**config.mk**
```make
export PLATFORM = sky130hd
export DESIGN_NAME = wav_header_checker_unit
export DESIGN_NICKNAME = d
export VERILOG_FILES = /design/src/whc_pkg.sv /design/src/whc_parser.sv /design/src/whc_out_reg.sv /design/src/wav_header_checker_unit.sv
export SDC_FILE = /design/constraint.sdc
export NUM_CORES = 1
export LEC_CHECK = 0
export BUFFER_PORTS_ARGS = -buffer_cell sky130_fd_sc_hd__buf_2
export CORE_MARGIN = 2
export CORE_UTILIZATION = 60
export DETAILED_ROUTE_END_ITERATION = 16
export MAX_ROUTING_LAYER = met4
export PLACE_DENSITY = 0.86
export RECOVER_POWER = 25
export SETUP_SLACK_MARGIN = 0.5
export SYNTH_ARGS = -nofsm -noshare
export SYNTH_HDL_FRONTEND = slang
export SYNTH_HIERARCHICAL = 1
export SYNTH_SLANG_ARGS = --single-unit
```
**constraint.sdc**
```tcl
create_clock -name clk -period 10.3 [get_ports clk]
set_clock_uncertainty 0.05 [all_clocks]
set_input_delay 1.03 -clock clk [delete_from_list [all_inputs] [get_ports clk]]
set_output_delay 1.03 -clock clk [all_outputs]
set_load 0.01 [all_outputs]
```
**src/whc_pkg.sv**
```systemverilog
package whc_pkg;

    localparam int unsigned POS_W = 6;
    localparam int unsigned FS_W = 33;
    localparam int unsigned WORD_W = 32;

    localparam logic [POS_W-1:0] HDR_LEN = 6'd44;
    localparam logic [POS_W-1:0] LAST_POS = 6'd43;
    localparam logic [POS_W-1:0] RIFF_SIZE_POS = 6'd7;
    localparam logic [FS_W-1:0] HDR_LEN_WIDE = 33'd44;
    localparam logic [FS_W-1:0] RIFF_OVERHEAD = 33'd36;

    typedef enum logic [1:0] {
        KIND_NONE,
        KIND_BAD,
        KIND_FMT
    } kind_t;

    typedef enum logic [1:0] {
        STATUS_VALID,
        STATUS_MALFORMED,
        STATUS_UNSUPPORTED
    } status_t;

    typedef struct packed {
        status_t status;
        logic [WORD_W-1:0] data_bytes;
        logic [POS_W-1:0] data_offset;
    } result_t;

    function automatic logic [7:0] expect_byte(input logic [POS_W-1:0] pos);
        logic [7:0] value;
        case (pos)
            6'd0: value = 8'h52;
            6'd1: value = 8'h49;
            6'd2: value = 8'h46;
            6'd3: value = 8'h46;
            6'd8: value = 8'h57;
            6'd9: value = 8'h41;
            6'd10: value = 8'h56;
            6'd11: value = 8'h45;
            6'd12: value = 8'h66;
            6'd13: value = 8'h6D;
            6'd14: value = 8'h74;
            6'd15: value = 8'h20;
            6'd16: value = 8'h10;
            6'd20: value = 8'h01;
            6'd22: value = 8'h01;
            6'd24: value = 8'h80;
            6'd25: value = 8'h3E;
            6'd29: value = 8'h7D;
            6'd32: value = 8'h02;
            6'd34: value = 8'h10;
            6'd36: value = 8'h64;
            6'd37: value = 8'h61;
            6'd38: value = 8'h74;
            6'd39: value = 8'h61;
            default: value = 8'h00;
        endcase
        return value;
    endfunction

    function automatic kind_t check_kind(input logic [POS_W-1:0] pos);
        kind_t kind;
        if (pos inside {[6'd0:6'd3], [6'd8:6'd19], [6'd36:6'd39]}) begin
            kind = KIND_BAD;
        end
        else if (pos inside {[6'd20:6'd35]}) begin
            kind = KIND_FMT;
        end
        else begin
            kind = KIND_NONE;
        end
        return kind;
    endfunction

endpackage

```
**src/whc_parser.sv**
```systemverilog
module whc_parser (
    input  logic                           clk,
    input  logic                           rst_n,
    input  logic                           step,
    input  logic [7:0]                     hdr_byte,
    input  logic                           last,
    input  logic [whc_pkg::FS_W-1:0]       file_size,
    output logic                           res_valid,
    output whc_pkg::result_t               res
);

    logic [whc_pkg::POS_W-1:0]  pos_reg, pos_next;
    logic                       bad_reg, bad_next;
    logic                       fmt_reg, fmt_next;
    logic [whc_pkg::WORD_W-1:0] word_reg, word_next;
    logic [whc_pkg::WORD_W-1:0] riff_reg, riff_next;
    logic                       skip_reg, skip_next;

    logic [whc_pkg::POS_W-1:0]  pos_c;
    logic [whc_pkg::POS_W-1:0]  pos_inc;
    whc_pkg::kind_t             kind;
    logic                       mismatch;
    logic                       bad_c;
    logic                       fmt_c;
    logic [whc_pkg::WORD_W-1:0] word_c;
    logic [whc_pkg::WORD_W-1:0] riff_c;
    logic                       at_end;
    logic                       fs_small;
    logic [whc_pkg::FS_W-1:0]   fs_limit;
    logic                       data_big;
    logic                       riff_bad;
    logic                       final_bad;

    always_comb
    begin
        pos_c = (pos_reg >= whc_pkg::HDR_LEN) ? whc_pkg::LAST_POS : pos_reg;
        pos_inc = pos_c + 6'd1;
        kind = whc_pkg::check_kind(pos_c);
        mismatch = (hdr_byte != whc_pkg::expect_byte(pos_c));
        bad_c = bad_reg | ((kind == whc_pkg::KIND_BAD) & mismatch);
        fmt_c = fmt_reg | ((kind == whc_pkg::KIND_FMT) & mismatch);
        word_c = {hdr_byte, word_reg[whc_pkg::WORD_W-1:8]};
        riff_c = (pos_c == whc_pkg::RIFF_SIZE_POS) ? word_c : riff_reg;
        at_end = (pos_inc == whc_pkg::HDR_LEN);
        fs_small = (file_size < whc_pkg::HDR_LEN_WIDE);
        fs_limit = file_size - whc_pkg::HDR_LEN_WIDE;
        data_big = ({1'b0, word_c} > fs_limit);
        riff_bad = ({1'b0, riff_c} != ({1'b0, word_c} + whc_pkg::RIFF_OVERHEAD));
        final_bad = bad_c | fs_small | data_big | riff_bad;
    end

    always_comb
    begin
        pos_next = pos_reg;
        bad_next = bad_reg;
        fmt_next = fmt_reg;
        word_next = word_reg;
        riff_next = riff_reg;
        skip_next = skip_reg;
        if (step) begin
            if (skip_reg) begin
                if (last) begin
                    skip_next = 1'b0;
                end
            end
            else if (at_end || last) begin
                pos_next = '0;
                bad_next = 1'b0;
                fmt_next = 1'b0;
                word_next = '0;
                riff_next = '0;
                skip_next = at_end & ~last;
            end
            else begin
                pos_next = pos_inc;
                bad_next = bad_c;
                fmt_next = fmt_c;
                word_next = word_c;
                riff_next = riff_c;
            end
        end
    end

    always_comb
    begin
        res_valid = step & ~skip_reg & (at_end | last);
        res.status = whc_pkg::STATUS_MALFORMED;
        res.data_bytes = '0;
        res.data_offset = '0;
        if (at_end && !final_bad) begin
            if (fmt_c) begin
                res.status = whc_pkg::STATUS_UNSUPPORTED;
            end
            else begin
                res.status = whc_pkg::STATUS_VALID;
                res.data_bytes = word_c;
                res.data_offset = whc_pkg::HDR_LEN;
            end
        end
    end

    always_ff @(posedge clk or negedge rst_n)
    begin
        if (!rst_n) begin
            pos_reg <= '0;
            bad_reg <= 1'b0;
            fmt_reg <= 1'b0;
            word_reg <= '0;
            riff_reg <= '0;
            skip_reg <= 1'b0;
        end
        else begin
            pos_reg <= pos_next;
            bad_reg <= bad_next;
            fmt_reg <= fmt_next;
            word_reg <= word_next;
            riff_reg <= riff_next;
            skip_reg <= skip_next;
        end
    end

    // A header in progress never reaches its full length without restarting.
    assert property (@(posedge clk) disable iff (!rst_n) pos_reg < whc_pkg::HDR_LEN)
        else $error("byte position ran past the header length");

    // While trailing bytes are being dropped no new header has started.
    assert property (@(posedge clk) disable iff (!rst_n) skip_reg |-> (pos_reg == '0))
        else $error("header parse advanced while skipping trailing bytes");

    // Every result closes the current header.
    assert property (@(posedge clk) disable iff (!rst_n) res_valid |=> (pos_reg == '0))
        else $error("header did not restart after a result");

endmodule

```
**src/whc_out_reg.sv**
```systemverilog
module whc_out_reg (
    input  logic              clk,
    input  logic              rst_n,
    input  logic              load,
    input  whc_pkg::result_t  res,
    input  logic              out_stall,
    output logic              ready,
    output logic              out_valid,
    output whc_pkg::result_t  out_res
);

    logic             valid_reg, valid_next;
    whc_pkg::result_t res_reg, res_next;

    assign ready = ~valid_reg | ~out_stall;

    always_comb
    begin
        valid_next = valid_reg;
        res_next = res_reg;
        if (load) begin
            valid_next = 1'b1;
            res_next = res;
        end
        else if (valid_reg && !out_stall) begin
            valid_next = 1'b0;
        end
    end

    always_ff @(posedge clk or negedge rst_n)
    begin
        if (!rst_n) begin
            valid_reg <= 1'b0;
        end
        else begin
            valid_reg <= valid_next;
        end
    end

    always_ff @(posedge clk)
    begin
        res_reg <= res_next;
    end

    assign out_valid = valid_reg;
    assign out_res = res_reg;

endmodule

```
**src/wav_header_checker_unit.sv**
```systemverilog
// An accepted header byte waits in the input register while the output register is stalled; the
// parser then steps on it, and a result it causes is loaded into and presented by the output register.
// Throughput: one byte per cycle unless stalled, via the single register-to-register parse stage.
// Reset clears the parse state, the skip flag, both valid flags and the file size register.
module wav_header_checker_unit (
    input  logic                      clk,
    input  logic                      rst_n,
    input  logic                      cfg_valid,
    output logic                      cfg_ready,
    input  logic [whc_pkg::FS_W-1:0]  file_size,
    input  logic                      in_valid,
    output logic                      in_stall,
    input  logic [7:0]                header_byte,
    input  logic                      last_byte,
    output logic                      out_valid,
    input  logic                      out_stall,
    output logic [1:0]                status,
    output logic [31:0]               data_bytes,
    output logic [5:0]                data_offset
);

    logic [whc_pkg::FS_W-1:0] file_size_reg;
    logic                     in_valid_reg, in_valid_next;
    logic [7:0]               byte_reg;
    logic                     last_reg;
    logic                     in_accept;
    logic                     out_ready;
    logic                     step;
    logic                     res_valid;
    whc_pkg::result_t         res;
    whc_pkg::result_t         out_res;

    assign cfg_ready = 1'b1;

    always_ff @(posedge clk or negedge rst_n)
    begin
        if (!rst_n) begin
            file_size_reg <= '0;
        end
        else if (cfg_valid) begin
            file_size_reg <= file_size;
        end
    end

    assign in_stall = in_valid_reg & ~out_ready;
    assign in_accept = in_valid & ~in_stall;
    assign step = in_valid_reg & out_ready;

    always_comb
    begin
        in_valid_next = in_valid_reg;
        if (in_accept) begin
            in_valid_next = 1'b1;
        end
        else if (step) begin
            in_valid_next = 1'b0;
        end
    end

    always_ff @(posedge clk or negedge rst_n)
    begin
        if (!rst_n) begin
            in_valid_reg <= 1'b0;
        end
        else begin
            in_valid_reg <= in_valid_next;
        end
    end

    always_ff @(posedge clk)
    begin
        if (in_accept) begin
            byte_reg <= header_byte;
            last_reg <= last_byte;
        end
    end

    whc_parser u_parser (
        .clk       (clk),
        .rst_n     (rst_n),
        .step      (step),
        .hdr_byte  (byte_reg),
        .last      (last_reg),
        .file_size (file_size_reg),
        .res_valid (res_valid),
        .res       (res)
    );

    whc_out_reg u_out_reg (
        .clk       (clk),
        .rst_n     (rst_n),
        .load      (res_valid),
        .res       (res),
        .out_stall (out_stall),
        .ready     (out_ready),
        .out_valid (out_valid),
        .out_res   (out_res)
    );

    assign status = out_res.status;
    assign data_bytes = out_res.data_bytes;
    assign data_offset = out_res.data_offset;

endmodule
```
==> reports/metrics.cfg <==
[critical_path]
worstSetupPathType=reg -> reg
worstPathRequired_ns=10.53
cp-start-kind=flip-flop
arrival_ns=5.74
rr_endpoint=u_out_reg/out_res[32]
rr_worst_depth=15
reg2reg_from=file_size_reg[9]
worstSetupEndpointType=flip-flop
rrSetupSlack_ns=4.80
crit_fanout=35

[sta]
fin_ws_ns=4.80
post-route-period-util_pct=53.4
setup_viol=0
grt_setup_unrepaired=no
timing.fmax_mhz=182
hold_viol=0
holdWs_ns=0.466
finalSetupTns_ns=0
min_period_ns=5.50
worst_slew_pin_slew_ns=3.50
slew_headroom_pct=-133
final_max_slew_viol_count=137

[synthesis]
synth-edff-count=49
syn-instance-count=893
synth_area_leaders=dfrtp_1 27%, edfxtp_1 16%, ha_1 5.6%
ys_ff_latch=149
synth_top_area_share_pct=27.3
synth_ff_type=dfrtp_1
async_flop_share_pct=67.1
synth_cell_types=82
seq_area_frac_synth_pct=43.4
syn_avg_cell_area_um2=10.2
syn_area_um2=9150
ys.warnings.count=6
synth_top_area_cell=dfrtp_1

[power_and_ir_drop]
clkPwrFrac_pct=35.9
power.share.combinational_pct=17.7
seq_power_share_pct=46.4
vdd_drop_max_v=0.000127
p_leak_nw=4.23
power.density_nw_per_um2=160
p_int_w=0.00109
switching_share_pct=31.5
p_switching_w=0.000501

[placement]
io_buffer_count=88
pre_cts_ws_ns=5.12
place_congestion=1.06
dp.final_hpwl_um=15300
placed_cells=1106

[run_status]
status=complete, but fails checks
violations=capacitance limit, slew limit

[global_route]
gr-total-overflow=0
grt_pass1_vias=6972
antenna_found_initial=0
grt_pass1_wl_um=35600
grt_usage_pct=28.7
grt_max_degree=69

[drt]
drt_iter0_drc=912
avgRoutedWirePerCell_um=19.6
drc_errors=0
vias=7404
wl_um=22300
drt_pass1_iterations=6
ant_nets=0
viasPerCell=6.51

[cells_and_area]
fillerInstances=1178
instances_no_fill=1138
drive_above_1_share_pct=15.6
area_delta_synth_final_pct=8.82
largest_register_ffs=40
final_nets=1025
n_antenna_cell=0

[hold_path]
worstHoldStart=u_out_reg/out_valid
hold_class=reg -> reg
min_to=u_out_reg/out_valid
holdPathStages=1

[die]
dieWidth_um=128
pin_count=90
core.rowCount=45
dieArea_um2=16300
design.core.area_um2=15000
die_height_um=128
start_util_pct=60.9

[cts]
clockRootBuffer=clkbuf_16
ctsHoldBuffers=0
clk_latency_ns=0.43
clk_path_buf_depth=2
clk_pin_slew_worst_paths_ns=0.06
cts_num_sinks=149
htree_levels=4
cts_setup_buffers=0
cts_made_buffers=17
cts_tree=yes
post_cts_resized=0

[run]
drv_cap=3

routing by layer:
layer	GRT usage, %	vias up	share of wire [%]
li1	-	3397	-
met1	38.6	3465	43
met2	42.3	452	44
met3	6.32	90	9.8
met4	12.1	0	3.5
met5	-	-	0
cell usage after synthesis, types with 4 or more instances:
cell type    n
nand2_1     63
dfrtp_1    100
nor4b_1      4
a2111oi_0    4
a22o_1      32
buf_4        6
xor2_1      29
a211oi_1     6
or4_1        7
inv_1       25
edfxtp_1    49
nand2b_1    20
nor2b_1      6
xnor2_1     34
a21oi_1     38
a31oi_1      8
mux2_4      30
mux2i_1      8
and2_1       6
nand3_1     31
nor4_1      15
buf_2        4
buf_6        6
o211ai_1     4
mux2_2       5
o31ai_1      8
o32ai_1      4
clkbuf_1    53
and3_1      34
nor2_1      33
ha_1        41
nand3b_1     4
or3_1       11
o22ai_1      5
nor3_1      15
nand4_1     17
o21ai_0     49
a21boi_0     4
cell families (layout without fill, tap and decap cells):
group | after synthesis | after routing | synth area share (%)
muxes | 43 | 43 | 6.41
other | 2 | 4 | 0.0821
DFF | 149 | 149 | 43.4
and+or+nand+nor | 288 | 288 | 17.3
adders and majority gates | 41 | 41 | 5.61
xor gates and xnor gates | 63 | 63 | 6.03
buffers and inverters | 99 | 154 | 5.39
AOI/OAI and AO/OA | 208 | 208 | 15.8
through the flow:
stage / total power, W / area [um^2] / util (%)
global placement: 0.00102 / 9520 / 63.3
global route: 0.00167 / 9960 / 66.2
finish: 0.00159 / 9960 / 66.2
floorplan: 0.000939 / 9160 / -
CTS: 0.00161 / 10100 / 67.0
detailed placement: 0.00103 / 9520 / 63.3
cells in the final DEF, fill, tap and decap left out, types with 6 or more instances in the layout:
cell type  instances
dfrtp_1          100
buf_2             86
nand2_1           63
edfxtp_1          49
o21ai_0           49
ha_1              41
a21oi_1           37
xnor2_1           34
and3_1            34
a22o_1            32
nor2_1            31
nand3_1           31
mux2_1            29
xor2_1            29
inv_1             25
nand2b_1          20
clkbuf_16         17
nand4_1           17
nor4_1            15
nor3_1            15
or3_1             11
a31oi_1            8
mux2i_1            8
o31ai_1            8
or4_1              7
buf_4              7
a211oi_1           6
final cells by class:
class,count,area [um^2],share of cell area [%]
well taps,188,235,2.36
clock inverters,14,115,1.16
clock buffers,18,439,4.41
repair buffers,96,494,4.96
flip-flops and latches,149,3970,39.9
inverters,26,97.6,0.980
multi-input cells,647,4600,46.2
worst max path at each step:
stage,startpoint,endpoint,slack (ns),cells past startpoint
final,file_size_reg[9],u_out_reg/out_res[32],4.80,15
after global routing,rst_n,file_size_reg[32],3.95,2
after CTS,file_size_reg[19],u_out_reg/out_res[32],5.01,15
after detailed placement,file_size_reg[19],u_out_reg/out_res[32],5.12,15
after global placement,file_size_reg[13],u_out_reg/out_res[2],5.22,14
after floorplan,u_parser/pos_reg[5],u_out_reg/out_res[0],5.77,11
power by group through the flow:
| stage | Clock [W] | Combinational (W) | Sequential [W] |
|---|---|---|---|
| detailed placement | 0 | 0.000287 | 0.000746 |
| floorplan | 0 | 0.000243 | 0.000696 |
| CTS | 0.000584 | 0.000290 | 0.000734 |
| finish | 0.000573 | 0.000282 | 0.000738 |
| global placement | 0 | 0.000278 | 0.000745 |
| global route | 0.000614 | 0.000314 | 0.000743 |
critical path, cell delays in order (launching register included):
cell and delay (ns):
dfrtp_1 0.42, nor4_1 0.66, nand3b_1 0.33, or2_1 0.38
nor2_1 0.20, nand3b_1 0.15, xor2_1 0.18, ha_1 0.29
a21oi_1 0.14, o21ai_0 0.16, a211oi_1 0.26, o21ai_0 0.15
o221a_2 0.31, a2111oi_0 0.73, o2111a_2 0.68, and3_1 0.25
Note: power is estimated with default switching activity, not from simulation.
